File: src/rtl/core/assert_macros.svh
// ----------------------------------------------------------------------------
// assertion macros
// shared concurrent assertion helpers, clocked on clk, disabled in reset
// ----------------------------------------------------------------------------
`ifndef ASSERT_MACROS_SVH
`define ASSERT_MACROS_SVH

`ifndef SYNTHESIS
// property holds at every clock edge out of reset
`define ASSERT_ALWAYS(lbl, prop) \
    lbl: assert property (@(posedge clk) disable iff (!rst_n) (prop)) \
        else $error("assertion failed: always");
// antecedent implies consequent in the same cycle
`define ASSERT_IMPLIES(lbl, ante, cons) \
    lbl: assert property (@(posedge clk) disable iff (!rst_n) (ante) |-> (cons)) \
        else $error("assertion failed: same-cycle implication");
// antecedent implies consequent in the next cycle
`define ASSERT_NEXT(lbl, ante, cons) \
    lbl: assert property (@(posedge clk) disable iff (!rst_n) (ante) |=> (cons)) \
        else $error("assertion failed: next-cycle implication");
`else
`define ASSERT_ALWAYS(lbl, prop)
`define ASSERT_IMPLIES(lbl, ante, cons)
`define ASSERT_NEXT(lbl, ante, cons)
`endif

`endif

File: src/rtl/core/eps_pkg.sv
// ----------------------------------------------------------------------------
// eps_pkg
// types and codes shared by the eligible provider min select block
// ----------------------------------------------------------------------------
package eps_pkg;

    // item kinds carried on tuser
    localparam logic [1:0] KIND_ORD   = 2'd0;
    localparam logic [1:0] KIND_FB    = 2'd1;
    localparam logic [1:0] KIND_CLOSE = 2'd2;

    // decision reasons
    localparam logic [2:0] REASON_INVALID     = 3'd0;
    localparam logic [2:0] REASON_PRIMARY     = 3'd1;
    localparam logic [2:0] REASON_FB_MISMATCH = 3'd2;
    localparam logic [2:0] REASON_FB_USED     = 3'd3;
    localparam logic [2:0] REASON_NONE        = 3'd4;

    // register indexes
    localparam logic [2:0] REG_REQ_MODEL   = 3'd0;
    localparam logic [2:0] REG_REQ_QUALITY = 3'd1;
    localparam logic [2:0] REG_PREF_CLASS  = 3'd2;
    localparam logic [2:0] REG_MAX_QUEUE   = 3'd3;
    localparam logic [2:0] REG_MAX_AGE     = 3'd4;
    localparam logic [2:0] REG_FB_PROVIDER = 3'd5;

    // status flag bits
    localparam int FLAG_ACK      = 0;
    localparam int FLAG_FB_MARK  = 1;
    localparam int FLAG_READY    = 2;
    localparam int FLAG_EVIDENCE = 3;
    localparam int FLAG_DIGEST   = 4;

    typedef struct packed {
        logic [31:0] provider_id;
        logic [31:0] model_id;
        logic [31:0] quality_id;
        logic [15:0] device_class;
        logic [4:0]  status_flags;
        logic [15:0] queue_depth;
        logic [47:0] snapshot_ms;
        logic [47:0] start_ms;
        logic [47:0] now_ms;
    } cand_t;

    typedef struct packed {
        logic [31:0] req_model_id;
        logic [31:0] req_quality_id;
        logic [15:0] preferred_class;
        logic [15:0] max_queue_depth;
        logic [47:0] max_ack_age_ms;
        logic [31:0] fallback_provider_id;
    } cfg_t;

    typedef struct packed {
        logic ord;
        logic fb;
    } elig_t;

    typedef struct packed {
        logic        selected;
        logic [31:0] chosen_provider;
        logic        fallback_used;
        logic [2:0]  reason_code;
    } result_t;

    typedef struct packed {
        logic best_valid;
        logic fallback_seen;
    } set_status_t;

endpackage

File: src/rtl/core/eps_elig.sv
// ----------------------------------------------------------------------------
// eps_elig
// eligibility tests of one candidate against the configured requirement
// ----------------------------------------------------------------------------
module eps_elig
(
    input  eps_pkg::cand_t cand,
    input  eps_pkg::cfg_t  cfg,
    output eps_pkg::elig_t elig
);

    logic        flags_ok;
    logic        present_ok;
    logic        queue_ok;
    logic        fresh_ok;
    logic        match_ok;
    logic        common_ok;
    logic        class_ok;
    logic [47:0] age;

    assign flags_ok = cand.status_flags[eps_pkg::FLAG_ACK]
                    & cand.status_flags[eps_pkg::FLAG_READY]
                    & cand.status_flags[eps_pkg::FLAG_EVIDENCE]
                    & cand.status_flags[eps_pkg::FLAG_DIGEST];

    assign present_ok = (cand.provider_id != '0) && (cand.model_id != '0)
                     && (cand.device_class != '0);

    assign queue_ok = cand.queue_depth <= cfg.max_queue_depth;

    // age only matters when now is not behind the snapshot
    assign age      = cand.now_ms - cand.snapshot_ms;
    assign fresh_ok = (cand.snapshot_ms != '0) && (cand.now_ms >= cand.snapshot_ms)
                   && (age <= cfg.max_ack_age_ms);

    assign match_ok = ((cfg.req_model_id == '0) || (cand.model_id == cfg.req_model_id))
                   && ((cfg.req_quality_id == '0) || (cand.quality_id == cfg.req_quality_id));

    assign common_ok = flags_ok & present_ok & queue_ok & fresh_ok & match_ok;

    assign class_ok = (cfg.preferred_class == '0) || (cand.device_class == cfg.preferred_class);

    assign elig.ord = common_ok & ~cand.status_flags[eps_pkg::FLAG_FB_MARK] & class_ok;
    assign elig.fb  = common_ok & (cand.provider_id == cfg.fallback_provider_id);

endmodule

File: src/rtl/core/eps_best.sv
// ----------------------------------------------------------------------------
// eps_best
// running minimum of eligible candidates, fallback tracking and decision
// ----------------------------------------------------------------------------
module eps_best
(
    input  logic                 clk,
    input  logic                 rst_n,
    input  logic                 step,
    input  logic [1:0]           kind,
    input  eps_pkg::cand_t       cand,
    input  eps_pkg::elig_t       elig,
    input  eps_pkg::cfg_t        cfg,
    output eps_pkg::result_t     result,
    output eps_pkg::set_status_t status
);

    logic        best_valid_reg,    best_valid_next;
    logic [15:0] best_queue_reg,    best_queue_next;
    logic [47:0] best_start_reg,    best_start_next;
    logic [31:0] best_provider_reg, best_provider_next;
    logic        fallback_seen_reg, fallback_seen_next;
    logic        fallback_ok_reg,   fallback_ok_next;
    logic        better;
    logic        req_invalid;

    // lexicographic compare on (queue, start, provider); full tie keeps the older one
    always_comb
    begin
        if (!best_valid_reg)
        begin
            better = 1'b1;
        end
        else if (cand.queue_depth != best_queue_reg)
        begin
            better = cand.queue_depth < best_queue_reg;
        end
        else if (cand.start_ms != best_start_reg)
        begin
            better = cand.start_ms < best_start_reg;
        end
        else
        begin
            better = cand.provider_id < best_provider_reg;
        end
    end

    always_comb
    begin
        best_valid_next    = best_valid_reg;
        best_queue_next    = best_queue_reg;
        best_start_next    = best_start_reg;
        best_provider_next = best_provider_reg;
        fallback_seen_next = fallback_seen_reg;
        fallback_ok_next   = fallback_ok_reg;
        if (step)
        begin
            case (kind)
                eps_pkg::KIND_ORD:
                begin
                    if (elig.ord && better)
                    begin
                        best_valid_next    = 1'b1;
                        best_queue_next    = cand.queue_depth;
                        best_start_next    = cand.start_ms;
                        best_provider_next = cand.provider_id;
                    end
                end
                eps_pkg::KIND_FB:
                begin
                    fallback_seen_next = 1'b1;
                    fallback_ok_next   = elig.fb;
                end
                eps_pkg::KIND_CLOSE:
                begin
                    best_valid_next    = 1'b0;
                    best_queue_next    = '0;
                    best_start_next    = '0;
                    best_provider_next = '0;
                    fallback_seen_next = 1'b0;
                    fallback_ok_next   = 1'b0;
                end
                default:
                begin
                end
            endcase
        end
    end

    always_ff @(posedge clk or negedge rst_n)
    begin
        if (!rst_n)
        begin
            best_valid_reg    <= 1'b0;
            best_queue_reg    <= '0;
            best_start_reg    <= '0;
            best_provider_reg <= '0;
            fallback_seen_reg <= 1'b0;
            fallback_ok_reg   <= 1'b0;
        end
        else
        begin
            best_valid_reg    <= best_valid_next;
            best_queue_reg    <= best_queue_next;
            best_start_reg    <= best_start_next;
            best_provider_reg <= best_provider_next;
            fallback_seen_reg <= fallback_seen_next;
            fallback_ok_reg   <= fallback_ok_next;
        end
    end

    assign req_invalid = (cfg.req_model_id == '0) || (cfg.req_quality_id == '0)
                      || (cfg.max_ack_age_ms == '0);

    // decision as of the current set, taken on a close item
    always_comb
    begin
        result.selected        = 1'b0;
        result.chosen_provider = '0;
        result.fallback_used   = 1'b0;
        result.reason_code     = eps_pkg::REASON_NONE;
        if (req_invalid)
        begin
            result.reason_code = eps_pkg::REASON_INVALID;
        end
        else if (best_valid_reg)
        begin
            result.selected        = 1'b1;
            result.chosen_provider = best_provider_reg;
            result.reason_code     = eps_pkg::REASON_PRIMARY;
        end
        else if ((cfg.fallback_provider_id != '0) && fallback_seen_reg)
        begin
            if (fallback_ok_reg)
            begin
                result.selected        = 1'b1;
                result.chosen_provider = cfg.fallback_provider_id;
                result.fallback_used   = 1'b1;
                result.reason_code     = eps_pkg::REASON_FB_USED;
            end
            else
            begin
                result.reason_code = eps_pkg::REASON_FB_MISMATCH;
            end
        end
    end

    assign status.best_valid    = best_valid_reg;
    assign status.fallback_seen = fallback_seen_reg;

endmodule

File: src/rtl/core/eligible_provider_min_select.sv
// ----------------------------------------------------------------------------
// eligible_provider_min_select
// picks the best eligible provider of a candidate set, with fallback handling
//
// channel  dir  handshake               payload
// s_axis   in   s_axis_tvalid/tready    tdata candidate fields, tuser kind
// m_axis   out  m_axis_tvalid/tready    tdata decision, one word per close
// cfg      in   cfg_valid/cfg_ready     cfg_index register, cfg_data value
//
// one candidate per cycle while s_axis is not held; each word passes the input register,
// where eligibility and the min compare update the set registers
// a close word leaving the input register loads the decision into the output register
// at the next edge, so m_axis_tvalid rises when the output register is loaded
// reset clears the set, the config registers and both valid flags
// only a close word waiting on a full, stalled output register holds s_axis
// ----------------------------------------------------------------------------
`include "assert_macros.svh"

module eligible_provider_min_select
(
    input  logic         clk,
    input  logic         rst_n,
    input  logic         s_axis_tvalid,
    output logic         s_axis_tready,
    // provider_id, model_id, quality_id, device_class, status_flags,
    // queue_depth, snapshot_ms, start_ms, now_ms, zero pad
    input  logic [279:0] s_axis_tdata,
    // kind
    input  logic [1:0]   s_axis_tuser,
    output logic         m_axis_tvalid,
    input  logic         m_axis_tready,
    // selected, chosen_provider, fallback_used, reason_code, zero pad
    output logic [39:0]  m_axis_tdata,
    input  logic         cfg_valid,
    output logic         cfg_ready,
    input  logic [2:0]   cfg_index,
    input  logic [47:0]  cfg_data
);

    eps_pkg::cfg_t        cfg_reg;
    eps_pkg::cand_t       cand_in;
    eps_pkg::cand_t       cand_reg;
    logic [1:0]           kind_reg;
    logic                 in_valid_reg;
    logic                 out_valid_reg;
    eps_pkg::result_t     result_reg;
    eps_pkg::result_t     result_now;
    eps_pkg::elig_t       elig;
    eps_pkg::set_status_t status;
    logic                 out_free;
    logic                 consume;
    logic                 close_step;
    logic                 in_take;

    assign cfg_ready = 1'b1;

    always_ff @(posedge clk or negedge rst_n)
    begin
        if (!rst_n)
        begin
            cfg_reg <= '0;
        end
        else if (cfg_valid)
        begin
            case (cfg_index)
                eps_pkg::REG_REQ_MODEL:   cfg_reg.req_model_id         <= cfg_data[31:0];
                eps_pkg::REG_REQ_QUALITY: cfg_reg.req_quality_id       <= cfg_data[31:0];
                eps_pkg::REG_PREF_CLASS:  cfg_reg.preferred_class      <= cfg_data[15:0];
                eps_pkg::REG_MAX_QUEUE:   cfg_reg.max_queue_depth      <= cfg_data[15:0];
                eps_pkg::REG_MAX_AGE:     cfg_reg.max_ack_age_ms       <= cfg_data;
                eps_pkg::REG_FB_PROVIDER: cfg_reg.fallback_provider_id <= cfg_data[31:0];
                default:
                begin
                end
            endcase
        end
    end

    assign cand_in.provider_id  = s_axis_tdata[31:0];
    assign cand_in.model_id     = s_axis_tdata[63:32];
    assign cand_in.quality_id   = s_axis_tdata[95:64];
    assign cand_in.device_class = s_axis_tdata[111:96];
    assign cand_in.status_flags = s_axis_tdata[116:112];
    assign cand_in.queue_depth  = s_axis_tdata[132:117];
    assign cand_in.snapshot_ms  = s_axis_tdata[180:133];
    assign cand_in.start_ms     = s_axis_tdata[228:181];
    assign cand_in.now_ms       = s_axis_tdata[276:229];

    // a close word needs room in the output register, others never wait
    assign out_free      = !out_valid_reg || m_axis_tready;
    assign consume       = in_valid_reg && ((kind_reg != eps_pkg::KIND_CLOSE) || out_free);
    assign close_step    = consume && (kind_reg == eps_pkg::KIND_CLOSE);
    assign s_axis_tready = !in_valid_reg || consume;
    assign in_take       = s_axis_tvalid && s_axis_tready;

    always_ff @(posedge clk or negedge rst_n)
    begin
        if (!rst_n)
        begin
            in_valid_reg <= 1'b0;
        end
        else if (in_take)
        begin
            in_valid_reg <= 1'b1;
        end
        else if (consume)
        begin
            in_valid_reg <= 1'b0;
        end
    end

    always_ff @(posedge clk)
    begin
        if (in_take)
        begin
            cand_reg <= cand_in;
            kind_reg <= s_axis_tuser;
        end
    end

    eps_elig u_elig
    (
        .cand (cand_reg),
        .cfg  (cfg_reg),
        .elig (elig)
    );

    eps_best u_best
    (
        .clk    (clk),
        .rst_n  (rst_n),
        .step   (consume),
        .kind   (kind_reg),
        .cand   (cand_reg),
        .elig   (elig),
        .cfg    (cfg_reg),
        .result (result_now),
        .status (status)
    );

    always_ff @(posedge clk or negedge rst_n)
    begin
        if (!rst_n)
        begin
            out_valid_reg <= 1'b0;
        end
        else if (close_step)
        begin
            out_valid_reg <= 1'b1;
        end
        else if (m_axis_tready)
        begin
            out_valid_reg <= 1'b0;
        end
    end

    always_ff @(posedge clk)
    begin
        if (close_step)
        begin
            result_reg <= result_now;
        end
    end

    assign m_axis_tvalid        = out_valid_reg;
    assign m_axis_tdata[0]      = result_reg.selected;
    assign m_axis_tdata[32:1]   = result_reg.chosen_provider;
    assign m_axis_tdata[33]     = result_reg.fallback_used;
    assign m_axis_tdata[36:34]  = result_reg.reason_code;
    assign m_axis_tdata[39:37]  = '0;

    `ASSERT_NEXT(a_close_loads_result, close_step, out_valid_reg)
    `ASSERT_IMPLIES(a_result_from_close, $rose(out_valid_reg), $past(close_step))
    `ASSERT_NEXT(a_close_clears_set, close_step, !status.best_valid && !status.fallback_seen)
    `ASSERT_IMPLIES(a_no_choice_zeroed, out_valid_reg && !result_reg.selected,
        (result_reg.chosen_provider == '0) && !result_reg.fallback_used)

endmodule
File: config.mk
export PLATFORM = sky130hd
export DESIGN_NAME = eligible_provider_min_select
export DESIGN_NICKNAME = d
export VERILOG_FILES = /design/src/rtl/core/eps_pkg.sv /design/src/rtl/core/eps_elig.sv /design/src/rtl/core/eps_best.sv /design/src/rtl/core/eligible_provider_min_select.sv
export VERILOG_INCLUDE_DIRS = /design/src /design/src/rtl/core
export SDC_FILE = /design/constraint.sdc
export NUM_CORES = 1
export LEC_CHECK = 0
export BUFFER_PORTS_ARGS = -buffer_cell sky130_fd_sc_hd__buf_2
export CAP_MARGIN = 20
export CORE_ASPECT_RATIO = 1.25
export CORE_MARGIN = 2
export CORE_UTILIZATION = 59
export DETAILED_ROUTE_END_ITERATION = 10
export PLACE_DENSITY = 0.81
export SYNTH_ARGS = -nofsm -noshare
export SYNTH_HDL_FRONTEND = slang
export SYNTH_SLANG_ARGS = --single-unit
File: constraint.sdc
create_clock -name clk -period 11.2 [get_ports clk]
set_input_delay 1.68 -clock clk [delete_from_list [all_inputs] [get_ports clk]]
set_output_delay 1.68 -clock clk [all_outputs]
set_load 0.01 [all_outputs]
Yosys cells after proc, flatten, opt, wreduce, memory -nomap -nowiden. Index checks and enable logic that the tools add are counted.

Add/subtract/negate cells: 1. $lt $le $gt $ge: 6. Eq/ne operators: 15. Mux-type cells: 22. Bitwise logic cells: 12. Reduce and logical (&&, ||, !) cells: 45.

Operator list (count): $eq A32 B32 Y1 (3); $pmux W48 S2 (1); $reduce_bool A32 Y1 (3); $logic_not A32 Y1 (2); $pmux W32 S2 (1); $ge A48 B48 Y1 (1); $le A48 B48 Y1 (1); $logic_not A48 Y1 (1); $lt A48 B48 Y1 (1); $mux W48 (1); $ne A48 B48 Y1 (1); $reduce_bool A48 Y1 (1); $sub A48 B48 Y48 (1); $mux W37 (1); $mux W34 (1); $mux W33 (1); $lt A32 B32 Y1 (1); $mux W32 (1); $pmux W16 S2 (1); $eq A16 B16 Y1 (1); $le A16 B16 Y1 (1); $logic_not A16 Y1 (1); $lt A16 B16 Y1 (1); $mux W16 (1); 23 further kinds (72).

Bits in registers: 593. Bits of input ports: 338. Output and inout bits: 43. Word-level logic and storage cells: 131.

Logic depth before layout (Yosys ltp). Gate-level depths: netlist (run 1).

Depth after elaboration: 12. Gate-level depth with buffers: 27. Mapped depth without buffers: 24.

By module. From an unflattened synthesis (run 1), not the netlist that was laid out.

Cell total of the unflattened synthesis: 2354. Area, all modules: 29574.6 µm².

Modules (own cells, without submodules): eligible_provider_min_select (times used 1, cells each 710, area each 16361.9 µm², sequential area each 13943.4 µm²); eps_best (times used 1, cells each 768, area each 7105.6 µm², sequential area each 2477.4 µm²); eps_elig (times used 1, cells each 876, area each 6107.1 µm², sequential area each 0.0 µm²).

Least setup slack after synthesis (run 1). Ideal clock, no wire load.

Path type: in2reg. Start point: in m_axis_tready. End point: reg cand_reg[0] (netlist name) (enable). Setup time: 0.676 ns. Arrival time: 8.241 ns. Required time: 10.524 ns. Path slack: 2.283 ns. Stages on the path: 2. Path buffers: 0. Cell sequence: nand4b_1 -> and2_1.

Cells in the longest elaborated chain, start to end: 5.

RTL lines: start, declared (RTL line eligible_provider_min_select.sv:31) `input logic m_axis_tready,`; $logic_or A1 B1 Y1 (RTL line eligible_provider_min_select.sv:90) `assign out_free = !out_valid_reg || m_axis_tready;`; $logic_or A1 B1 Y1 (RTL line eligible_provider_min_select.sv:91) `assign consume = in_valid_reg && ((kind_reg != eps_pkg::KIND_CLOSE) || out_free);`; $logic_and A1 B1 Y1 (RTL line eligible_provider_min_select.sv:91); $logic_or A1 B1 Y1 (RTL line eligible_provider_min_select.sv:93) `assign s_axis_tready = !in_valid_reg || consume;`; $logic_and A1 B1 Y1 (RTL line eligible_provider_min_select.sv:94) `assign in_take = s_axis_tvalid && s_axis_tready;`; via in_take (RTL line eligible_provider_min_select.sv:53) `logic in_take;`; end signal, assigned (RTL line eligible_provider_min_select.sv:116) `cand_reg <= cand_in;`; end, declared (RTL line eligible_provider_min_select.sv:42) `eps_pkg::cand_t cand_reg;`.

The timed path passes the listed nets, and every way through them passes these cells. A chain may end at the register's enable or synchronous reset.

Final worst setup path (run 1).
Start point: reg cand_reg[96] (netlist name). End point: reg u_best.best_start_reg[32].

Cells in the longest elaborated chain, start to end: 10. Elaborated cells between the ends (all ways): 13. Classes of those cells: add/sub (1); order compare (2); eq/ne (1); bitwise (4); reduce/logical (5).

RTL lines: $sub A48 B48 Y48, or another cell as far along (RTL line eps_elig.sv:32) `assign age = cand.now_ms - cand.snapshot_ms;`; $le A48 B48 Y1 / $logic_and A1 B1 Y1 (equally long branches) (RTL line eps_elig.sv:34, eps_elig.sv:33); $logic_and A1 B1 Y1 * (RTL line eps_elig.sv:34) `&& (age <= cfg.max_ack_age_ms);`; $and A1 B1 Y1 * (2 in series) (RTL line eps_elig.sv:39) `assign common_ok = flags_ok & present_ok & queue_ok & fresh_ok & match_ok;`; $and A1 B1 Y1 * (2 in series) (RTL line eps_elig.sv:43) `assign elig.ord = common_ok & ~cand.status_flags[eps_pkg::FLAG_FB_MARK] & class_ok;`; $logic_and A1 B1 Y1 * (RTL line eps_best.sv:61) `if (elig.ord && better)`; $ne A2 B1 Y1 (no line) *; $reduce_and A3 Y1 (no line) *; end signal, assigned (RTL line eps_best.sv:105) `best_start_reg <= best_start_next;`; end, declared (RTL line eps_best.sv:20) `logic [47:0] best_start_reg, best_start_next;`.

Every way passes the cells marked *; elsewhere a longest branch is shown, timed or not.

==> metrics.txt, run 1 <==
count of cells along the worst register-to-register path 24; layout net count 3480; ratio of final minimum period to clock period 64.48%; CTS resizes 0; combinational share of power 15.7%; Fin. Hold Viols 0; wirelength, routed 79100 µm; number of buffers inserted by hold repair at cts 0; die area 0.05247 mm²; WL/cell 21.66 µm; Critical Path RT 11.73 ns; Post-synth EDFFs 315; maxcap violations 0; overall via count from detail_route 21320; global-route wire length before repair 119500 µm; global-route usage over all layers 29.93%; Leak 15.38 nW; hold crit path type flip-flop to flip-flop; initial core utilization 59.53%; area taken by flip-flops and latches 0.01639 mm²; Worst R2R Setup Slack 3.98 ns; primary flip-flop cell chosen by synthesis mapping edfxtp_1; Post-Route Utilization 68.69%; launching element of the worst setup path cand_reg[96]; average size of a mapped cell 11.64 µm²; clock latency at the later pin of the worst-skew pair 0.64 ns; worst-case setup slack after placement 3.989 ns; DRT Pass-1 Iters 5; drc violations 0; global route total overflow 0; setup repair after global routing missed its margin no; max-slew headroom at the worst pin 28.42%; number of buffers added on ports 373; initial antenna violation count 12; Internal Power 4.134 mW; Die X-Extent 205.3 µm; row cnt 92; final weighted congestion of routability-driven global placement 0.9331; height of the die 255.6 µm; largest net degree at the start of global routing 183; worst IR drop on VDD 0.0001321 V; Total Neg Setup Slack 0 ns; reg-to-reg critical path startpoint cand_reg[96]; Critical R2R Capture u_best.best_start_reg[32]; count of antenna-violating nets left after detailed routing 0; Post-synth ARST share 46.79%; TritonCTS Buffers 57; hpwl dp 58630 µm; Setup Buffers After CTS 0; Yosys reg bits 592; outcome finished, final reports clean; floorplan core area 0.05019 mm²; clock network fraction of total power 36.4%; Fmax 138.5 MHz; most frequent cells in the layout buf_2 (372), edfxtp_1 (315), dfrtp_1 (276); Post-Synthesis Cells 2567; total standard cell area after synthesis 0.02988 mm²; Worst Setup Path Type flip-flop to flip-flop; Final min period 7.222 ns; sequential fraction of design power 47.9%; part of the Yosys area used for sequential elements 54.86%; critical path arrival 7.75 ns; Clock Tree Buf Depth 3; fraction of final layout cells sized beyond drive strength 1 21.07%; switching share of total power 26.78%; TritonCTS sink count 592; filler instances 3647; fin worst setup slack 3.978 ns; type of destination of the critical path flip-flop; max FFs per register 277; area used by multi-input combinational logic 0.01233 mm²; CP endpoint u_best.best_start_reg[32]; clock tree from TritonCTS done; clock root buffer clkbuf_16; CP Max Fanout 56; net switching power 1.512 mW; CP Launch Type flip-flop; signed area change from the synthesized netlist to the final layout 15.38%; clk slew on worst S/H paths 0.07 ns; 1st-iter DRT viols 1620; via count of the first global-routing pass 21850; most common library cell in the layout ignoring fill and taps buf_2; number of max-slew violations in the final report 0; detail-routed via count per cell 5.840; synth warn 0; Fin Clk Skew 0.01979 ns; CTS H-tree lvls 2; transition time at the pin with the least slew margin 1.064 ns; power density over the cells 163.8 mW/mm²; I/O pin cnt 381; final setup violating endpoints 0; number of different library cells in the post-synthesis netlist 68
routing by layer:
layer	vias up	share of wire (%)	routed length (µm)	track usage, %
li1	9896	-	-	-
met1	10320	39	30470	36.61
met2	853	50	39320	51.12
met3	236	6.2	4938	4.902
met4	12	5.4	4297	15.07
met5	-	0.099	78	0
cells in the mapped netlist (all sizes together), types with 96 or more instances:
cell type,n,area (µm²)
nand2b,108,675.7
ha,209,2615
nor2,113,424.2
dfrtp,277,6932
nand2,226,850.8
a21oi,126,645.6
inv,224,840.8
o21ai,97,485.5
edfxtp,315,9459
nor4,101,631.9
mux2,129,1453
mux2i,96,960.9
critical path: stages (launching register included):
cell	delay, ns
edfxtp_1	0.44
ha_1	0.19
inv_1	0.05
fa_1	0.40
a21o_1	0.17
a21o_1	0.21
a21oi_1	0.42
o22ai_1	0.26
a21oi_2	0.27
a21oi_4	0.11
a211o_1	0.35
a31o_2	0.29
a41oi_1	0.25
xnor2_1	0.10
ha_1	0.30
nand4_1	0.10
nor4_1	0.43
and2_1	0.23
a221oi_1	0.08
o21ai_0	0.15
nand2_1	0.11
o2111ai_2	0.19
or3_4	0.73
buf_4	0.87
mux2i_1	0.31
worst min-delay path by stage:
stage                     slack, ns                startpoint                  endpoint  depth (start not counted)
after detailed placement       0.48    u_best.fallback_ok_reg    u_best.fallback_ok_reg                          2
after global routing           0.52               cfg_reg[89]               cfg_reg[89]                          1
final                          0.50    u_best.fallback_ok_reg    u_best.fallback_ok_reg                          2
after global placement         0.46    u_best.fallback_ok_reg    u_best.fallback_ok_reg                          2
after floorplan                0.44  u_best.fallback_seen_reg  u_best.fallback_seen_reg                          2
after CTS                      0.49    u_best.fallback_ok_reg    u_best.fallback_ok_reg                          2
stage by stage:
| step | hold WS, ns | power [mW] | instance area (µm²) | cells |
|---|---|---|---|---|
| after floorplan | 0.4436 | 3.283 | 29880 | 2569 |
| after CTS | 0.4902 | 5.671 | 34390 | 3637 |
| after detailed placement | 0.4760 | 3.618 | 32390 | 3529 |
| after global placement | 0.4595 | 3.566 | 32390 | 3529 |
| after global routing | 0.5182 | 5.879 | 34450 | 3644 |
| final | 0.4954 | 5.646 | 34470 | 3651 |
layout make-up:
cell class | count | area share (%)
antenna | 12 | 0.08711
clock buffer | 81 | 4.664
clock inverter | 27 | 1.151
inverter | 224 | 2.439
multi-input combinational | 1667 | 35.77
sequential | 592 | 47.55
tap | 658 | 2.388
timing repair buffer | 390 | 5.945
power by group through the flow:
stage	clock (mW)	sequential (mW)	combinational, mW
after floorplan	0	2.69	0.595
after global placement	0	2.73	0.838
after detailed placement	0	2.74	0.877
after CTS	2.09	2.70	0.884
after global routing	2.17	2.73	0.983
final	2.05	2.71	0.887
cells by family (layout without fill, tap and decap cells):
kind of cell / count (synthesis) / count (layout) / synth area share, %
AO/OA/AOI/OAI: 364 / 364 / 7.525
adder cells (fa/ha/maj): 210 / 210 / 8.819
XOR/XNOR: 157 / 157 / 4.602
other: 2 / 16 / 0.02514
buffers and inverters: 310 / 722 / 4.108
multiplexers: 225 / 225 / 8.078
AND/OR/NAND/NOR: 707 / 707 / 11.98
flip-flops: 592 / 592 / 54.86
Power figures use the tool's default switching activity.
==> run 2, diff against run 1 <==
--- a/config.mk
+++ b/config.mk
@@ -6,6 +6,7 @@
 export SDC_FILE = /design/constraint.sdc
 export NUM_CORES = 1
 export LEC_CHECK = 0
+export ABC_AREA = 1
 export BUFFER_PORTS_ARGS = -buffer_cell sky130_fd_sc_hd__buf_2
 export CAP_MARGIN = 20
 export CORE_ASPECT_RATIO = 1.25
==> constraint.sdc (replaced) <==
create_clock -name clk -period 7.1 [get_ports clk]
set_input_delay 1.065 -clock clk [delete_from_list [all_inputs] [get_ports clk]]
set_output_delay 1.065 -clock clk [all_outputs]
set_load 0.01 [all_outputs]
==> run 2 against run 1 <==
Effect of this change: global-route usage decreased by 0.26 points; non-clock buffer count increased by 1; combinational power increased by 110%; sequential power increased by 62%; highest routed layer is now met4; final area increased by 2.3%.
==> metrics.txt, run 2 <==
fraction of final layout cells sized beyond drive strength 1 13.13% (was 21.07%); maximum cell stage delay along the critical path 0.82 ns (was 0.87 ns); critical path arrival 6.36 ns (was 7.75 ns); initial antenna violation count 12 (unchanged); most frequent cells in the layout nand2_1 (762), inv_1 (487), buf_2 (372) (was buf_2 (372), edfxtp_1 (315), dfrtp_1 (276)); layout net count 4323 (was 3480); Worst Setup Path Type flip-flop to flip-flop (unchanged); I/O pin cnt 381 (unchanged); Die X-Extent 208.3 µm (was 205.3 µm); maxcap violations 0 (unchanged); setup repair after global routing missed its margin no (unchanged); WL/cell 17.91 µm (was 21.66 µm); global route total overflow 0 (unchanged); top-area cell type share of the netlist area 30.72% (was 31.66%); filler instances 4029 (was 3647); 1st-iter DRT viols 1782 (was 1620); number of max-slew violations in the final report 0 (unchanged); CTS H-tree lvls 2 (unchanged); most frequently used cell type in the post-synthesis netlist nand2_1 (was edfxtp_1); count of antenna-violating nets left after detailed routing 0 (unchanged); dominant cells by area after synthesis edfxtp_1 (31%), dfrtp_1 (23%), nand2_1 (9.3%), ha_1 (8.5%), inv_1 (5.9%) (was edfxtp_1 (32%), dfrtp_1 (23%), ha_1 (8.8%), mux2_2 (4.9%), mux2i_1 (3.2%)); max FFs per register 277 (unchanged); primary flip-flop cell chosen by synthesis mapping edfxtp_1 (unchanged); CTS resizes 0 (unchanged); CP max stage cell buf_4 (unchanged); leading post-synthesis cells by instance count nand2_1 (763), inv_1 (488), nor2_1 (355) (was edfxtp_1 (315), dfrtp_1 (277), nand2_1 (225)); type of destination of the critical path flip-flop (unchanged); Leak 16.89 nW (was 15.38 nW); clock tree from TritonCTS done (unchanged); largest area contributor in the netlist edfxtp_1 (unchanged); max-slew headroom at the worst pin 26.93% (was 28.42%); ratio of final minimum period to clock period 81.59% (was 64.48%); Critical Path RT 7.66 ns (was 11.73 ns); die area 0.05405 mm² (was 0.05247 mm²); instance area at placement 0.03327 mm² (was 0.03239 mm²); number of buffers inserted by hold repair at cts 0 (unchanged); part of the Yosys area used for sequential elements 53.23% (was 54.86%); most common library cell in the layout ignoring fill and taps nand2_1 (was buf_2); Total Neg Setup Slack 0 ns (unchanged); count of cells along the worst register-to-register path 30 (was 24); worst IR drop on VDD 0.0002143 V (was 0.0001321 V); Critical R2R Capture u_best.best_start_reg[25] (was u_best.best_start_reg[32]); total power 9.311 mW (was 5.646 mW); largest net degree at the start of global routing 167 (was 183); Clock Tree Buf Depth 3 (unchanged); TritonCTS Buffers 58 (was 57); floorplan core area 0.05155 mm² (was 0.05019 mm²); Post-synth ARST share 46.79% (unchanged); via count of the first global-routing pass 23760 (was 21850); number of buffers and inverters on the critical path 2 (unchanged); Fin. Hold Viols 0 (unchanged); reg-to-reg critical path startpoint cand_reg[96] (unchanged); global-route usage over all layers 29.66% (was 29.93%); Worst R2R Setup Slack 1.31 ns (was 3.98 ns); clock latency at the later pin of the worst-skew pair 0.64 ns (about the same); Final min period 5.793 ns (was 7.222 ns); outcome finished, final reports clean (unchanged); Post-synth EDFFs 315 (unchanged); drc violations 0 (unchanged); average size of a mapped cell 9.017 µm² (was 11.64 µm²); row cnt 93 (was 92); number of different library cells in the post-synthesis netlist 42 (was 68); CP Launch Type flip-flop (unchanged); TritonCTS sink count 592 (unchanged); initial core utilization 59.74% (was 59.53%); post-route standard cell area excluding fillers 0.03527 mm² (was 0.03447 mm²); final setup violating endpoints 0 (unchanged); family with the most delay on the worst path simple AND/OR/NAND/NOR gates (was compound AO/OA/AOI/OAI gates); number of buffers added on ports 373 (unchanged); synth warn 0 (unchanged); clock root buffer clkbuf_16 (unchanged); clk slew on worst S/H paths 0.06 ns (was 0.07 ns); global-route wire length before repair 124500 µm (was 119500 µm); transition time at the pin with the least slew margin 1.096 ns (was 1.064 ns); Fin Clk Skew 0.03893 ns (was 0.01979 ns); height of the die 259.4 µm (was 255.6 µm); Post-Synthesis Cells 3415 (was 2567); Setup Buffers After CTS 0 (unchanged); signed area change from the synthesized netlist to the final layout 14.53% (was 15.38%); Crit path top cell by count nand2_1; total standard cell area after synthesis 0.03079 mm² (was 0.02988 mm²); overall via count from detail_route 24490 (was 21320); power density over the cells 264.0 mW/mm² (was 163.8 mW/mm²); CP Max Fanout 97 (was 56); wirelength, routed 80630 µm (was 79100 µm); final weighted congestion of routability-driven global placement 0.9312 (was 0.9331); hpwl dp 57980 µm (was 58630 µm); Yosys reg bits 592 (unchanged); detail-routed via count per cell 5.439 (was 5.840); Fmax 172.6 MHz (was 138.5 MHz); hold crit path type input port to asynchronous set/reset pin (was flip-flop to flip-flop); DRT Pass-1 Iters 6 (was 5); worst hold slack across all endpoints 0.4704 ns (was 0.4954 ns)
-- run 2: cell count changes in the layout (fill, tap and decap cells not counted), moves of 67 or more --
| cell | change |
|---|---|
| mux2i_1 | -96 |
| nor2_1 | +242 |
| inv_1 | +263 |
| nand3_1 | +178 |
| nor4_1 | -67 |
| nand2_1 | +537 |
| nand2b_1 | -107 |
| mux2_2 | -129 |
| a21oi_1 | +71 |
| o21ai_0 | +126 |
-- run 2: routing by layer --
| metal | global-route usage (%) | wire, µm | up-vias | share of wire (%) |
|---|---|---|---|---|
| li1 | - | - | 11920 | - |
| met1 | 36.03 | 30910 | 11410 | 38 |
| met2 | 50.75 | 39860 | 923 | 49 |
| met3 | 4.319 | 5077 | 234 | 6.3 |
| met4 | 17.29 | 4780 | 0 | 5.9 |
| met5 | 0 | 0 | - | 0 |
-- run 2: stage by stage --
step	setup WS [ns]	utilization, %	std cells
final	1.307	68.41	4503
after global routing	0.8998	68.40	4500
after CTS	1.343	68.25	4486
after detailed placement	1.378	64.53	4378
after global placement	1.480	64.53	4378
after floorplan	1.008	-	3417
-- run 2: how the worst max path moves through the flow --
stage | start | end | slack [ns] | cells past startpoint
after global placement | cand_reg[96] | u_best.best_queue_reg[10] | 1.48 | 30
after floorplan | kind_reg[0] | cand_reg[0] | 1.01 | 7
after global routing | cand_reg[96] | u_best.best_start_reg[25] | 0.90 | 27
after detailed placement | cand_reg[96] | u_best.best_start_reg[13] | 1.38 | 30
after CTS | cand_reg[96] | u_best.best_start_reg[25] | 1.34 | 30
final | cand_reg[96] | u_best.best_start_reg[25] | 1.31 | 30
-- run 2: cell families (layout without fill, tap and decap cells) --
| kind of cell | Yosys count | in the layout | synth area share [%] |
|---|---|---|---|
| AOI/OAI and AO/OA | 470 | 470 | 8.013 |
| xor gates and xnor gates | 132 | 132 | 3.754 |
| adders and majority gates | 210 | 210 | 8.557 |
| buffers and inverters | 590 | 996 | 7.448 |
| DFF | 592 | 592 | 53.23 |
| other | 2 | 19 | 0.02439 |
| and+or+nand+nor | 1419 | 1419 | 18.98 |
-- run 2: power by group --
group          internal (mW)  total [mW]  switching (mW)
clock network           1.75        3.11            1.36
logic                  0.724        1.82            1.09
registers               4.05        4.38           0.333
total                   6.53        9.31            2.79
-- run 2: cell type report --
type	count	area (µm²)	area share, %
clock buffer	70	1516	4.300
sequential	592	16390	46.48
multi-input combinational	2235	12140	34.42
antenna	15	37.54	0.1064
clock inverter	38	399.1	1.132
timing repair buffer	391	2082	5.904
inverter	497	1869	5.300
tap	665	832.0	2.359
==> run 3, diff against run 2 <==
--- a/config.mk
+++ b/config.mk
@@ -6,14 +6,14 @@
 export SDC_FILE = /design/constraint.sdc
 export NUM_CORES = 1
 export LEC_CHECK = 0
-export ABC_AREA = 1
+export ABC_AREA = 0
 export BUFFER_PORTS_ARGS = -buffer_cell sky130_fd_sc_hd__buf_2
 export CAP_MARGIN = 20
 export CORE_ASPECT_RATIO = 1.25
 export CORE_MARGIN = 2
-export CORE_UTILIZATION = 59
+export CORE_UTILIZATION = 53
 export DETAILED_ROUTE_END_ITERATION = 10
-export PLACE_DENSITY = 0.81
+export PLACE_DENSITY = 0.77
 export SYNTH_ARGS = -nofsm -noshare
 export SYNTH_HDL_FRONTEND = slang
 export SYNTH_SLANG_ARGS = --single-unit
==> constraint.sdc (replaced) <==
create_clock -name clk -period 4.95 [get_ports clk]
set_input_delay 0.7425 -clock clk [delete_from_list [all_inputs] [get_ports clk]]
set_output_delay 0.7425 -clock clk [all_outputs]
set_load 0.01 [all_outputs]
==> run 3 against run 2 <==
Effect of this change: the flow now finishes with violations (negative setup slack); fmax up 7.1%; critical path depth shrank 7; total power rose by 39%; sequential power increased by 40%; clock-buffer cell count is 4 lower; clock skew down 0.016 ns; setup slack got worse by 1.8 ns.
==> metrics.txt, run 3 (synthesis gave the netlist of run 1 again) <==
setup repair after global routing missed its margin yes (was no); final weighted congestion of routability-driven global placement 0.9298 (was 0.9312); clock network fraction of total power 35.9% (was 33.4%); layout net count 3627 (was 4323); largest net degree at the start of global routing 119 (was 167); WL met3 4464 µm (was 5077 µm); Fmax 184.9 MHz (was 172.6 MHz); detail-routed via count per cell 5.650 (was 5.439); fin worst setup slack -0.4598 ns (was 1.307 ns); ratio of final minimum period to clock period 109.3% (was 81.59%); number of buffers added on ports 373 (unchanged); 1st-iter DRT viols 1633 (was 1782); critical path arrival 5.93 ns (was 6.36 ns); family with the most delay on the worst path compound AO/OA/AOI/OAI gates (was simple AND/OR/NAND/NOR gates); post-route standard cell area excluding fillers 0.03601 mm² (was 0.03527 mm²); maximum cell stage delay along the critical path 0.57 ns (was 0.82 ns); Worst Setup Path Type flip-flop to flip-flop (unchanged); global-route usage over all layers 27.89% (was 29.66%); overall via count from detail_route 21920 (was 24490); cell chain of the critical path ha_2 -> inv_2 -> fa_2 -> a21o_1 -> a21o_1 -> a21oi_2 -> o22ai_2 -> a21oi_2 -> a21oi_4 -> a211o_1 -> a31o_4 -> a41oi_2 -> xnor2_1 -> ha_1 -> buf_4 -> a21o_1 -> a221oi_2 -> o21ai_1 -> nand2_1 -> o2111ai_4 -> or3_4 -> buf_12 -> mux2i_2; height of the die 269.5 µm (was 259.4 µm); Final min period 5.410 ns (was 5.793 ns); die area 0.05830 mm² (was 0.05405 mm²); initial antenna violation count 11 (was 12); via count of the first global-routing pass 22790 (was 23760); clock tree from TritonCTS done (unchanged); max FFs per register 277 (unchanged); post-route met1 wirelength 32520 µm (was 30910 µm); I/O pin cnt 381 (unchanged); initial core utilization 53.40% (was 59.74%); final setup violating endpoints 98 (was 0); TritonCTS sink count 592 (unchanged); global route total overflow 0 (unchanged); sequential fraction of design power 47.3% (was 47.1%); hold crit path type input port to asynchronous set/reset pin (unchanged); total power 12.96 mW (was 9.311 mW); most common library cell in the layout ignoring fill and taps buf_2 (was nand2_1); Fin. Hold Viols 0 (unchanged); CP max stage cell or3_4 (was buf_4); DRT Pass-1 Iters 5 (was 6); hpwl dp 61260 µm (was 57980 µm); CP Launch Type flip-flop (unchanged); number of placed cells counting well taps 3743 (was 4378); signed area change from the synthesized netlist to the final layout 20.52% (was 14.53%); outcome finished, violations left (was finished, final reports clean); number of max-slew violations in the final report 0 (unchanged); net switching power 3.535 mW (was 2.786 mW); number of non-filler instances in the completed layout 3879 (was 4503); clock root buffer clkbuf_16 (unchanged); CP Max Fanout 15 (was 97); fraction of final layout cells sized beyond drive strength 1 25.74% (was 13.13%); type of destination of the critical path flip-flop (unchanged); maxcap violations 0 (unchanged); worst IR drop on VDD 0.0003953 V (was 0.0002143 V); Crit path top cell by count a21o_1 (was nand2_1); transition time at the pin with the least slew margin 1.006 ns (was 1.096 ns); Leak 16.16 nW (was 16.89 nW); WL/cell 21.29 µm (was 17.91 µm); worst-case setup slack after placement -0.7432 ns (was 1.378 ns); drc violations 0 (unchanged); clk slew on worst S/H paths 0.06 ns (about the same); number of buffers and inverters on the critical path 3 (was 2); TritonCTS Buffers 59 (was 58); combinational share of power 16.9% (was 19.5%); clock latency at the later pin of the worst-skew pair 0.63 ns (was 0.64 ns); global-route wire length before repair 125300 µm (was 124500 µm); Fin Clk Skew 0.02262 ns (was 0.03893 ns); max-slew headroom at the worst pin 32.94% (was 26.93%); Critical Path RT 5.47 ns (was 7.66 ns); violations in the final reports negative setup slack; reg-to-reg critical path startpoint cand_reg[96] (unchanged); wirelength, routed 82590 µm (was 80630 µm); count of antenna-violating nets left after detailed routing 0 (unchanged); Die X-Extent 216.4 µm (was 208.3 µm); launching element of the worst setup path cand_reg[96] (unchanged); most frequent cells in the layout buf_2 (372), edfxtp_1 (315), dfrtp_1 (276) (was nand2_1 (762), inv_1 (487), buf_2 (372)); power density over the cells 359.8 mW/mm² (was 264.0 mW/mm²); routed wire length on met2 41010 µm (was 39860 µm); row cnt 97 (was 93); switching share of total power 27.29% (was 29.92%); number of buffers inserted by hold repair at cts 0 (unchanged); instance area at placement 0.03353 mm² (was 0.03327 mm²); Internal Power 9.422 mW (was 6.525 mW); floorplan core area 0.05595 mm² (was 0.05155 mm²); top layer used by detailed routing met5 (was met4); CTS H-tree lvls 2 (unchanged); Clock Tree Buf Depth 3 (unchanged)
run 3: changes by cell type in the layout (fill, tap and decap cells not counted), sizes merged, moves of 108 or more:
cell / change
nand2: -539
o21ai: -124
nor2: -245
buf: +136
inv: -264
nand3: -180
mux2: +129
nand2b: +108
run 3: final timing paths:
check                                                to  slack (ns)  depth (start not counted)
setup / recovery           u_best.best_provider_reg[26]       -0.46                         23
hold / removal                u_best.best_start_reg[28]        0.11                          1
setup reg to reg           u_best.best_provider_reg[26]       -0.46                         23
hold reg to reg                u_best.fallback_seen_reg        0.50                          2
max in group asynchronous     u_best.best_start_reg[46]        3.53                          2
min in group clk                           cand_reg[60]        0.28                          1
run 3: through the flow:
step	util, %	setup TNS, ns	hold slack [ns]
4_1_cts	63.71	-30.64	0.1912
2_1_floorplan	-	0	0.4436
3_3_place_gp	59.91	-57.63	0.4683
3_5_place_dp	59.93	-68.97	0.4841
5_1_grt	64.34	-58.84	0.2053
6_report	64.36	-38.74	0.1119
run 3: routing by layer:
metal / track usage (%) / vias up
met5: 0 / -
met4: 13.72 / 6
met3: 3.677 / 219
met2: 48.38 / 752
met1: 34.24 / 10740
li1: - / 10200
run 3: timing repair:
| action | CTS | global route |
|---|---|---|
| endpoints found under the setup margin | 98 | 98 |
| setup buffers | 1 | 4 |
| cloned | 1 | 11 |
| pin swaps | 4 | 19 |
| resized for setup | 18 | 32 |
run 3: area by class of cell:
type	count	area [µm²]
inverters	224	840.8
flip-flops and latches	592	16390
clock inverters	43	476.7
diodes	10	25.02
fillers	4229	19940
well taps	742	928.4
multi-input cells	1669	12490
clock buffers	66	1513
repair buffers	533	3342
run 3: power groups by stage:
stage / Combinational [mW] / Sequential (mW) / Clock (mW)
after floorplan: 1.35 / 6.06 / 0
after global placement: 2.05 / 6.18 / 0
after detailed placement: 2.14 / 6.21 / 0
after CTS: 2.16 / 6.12 / 4.72
after global routing: 2.43 / 6.17 / 4.90
final: 2.19 / 6.12 / 4.65
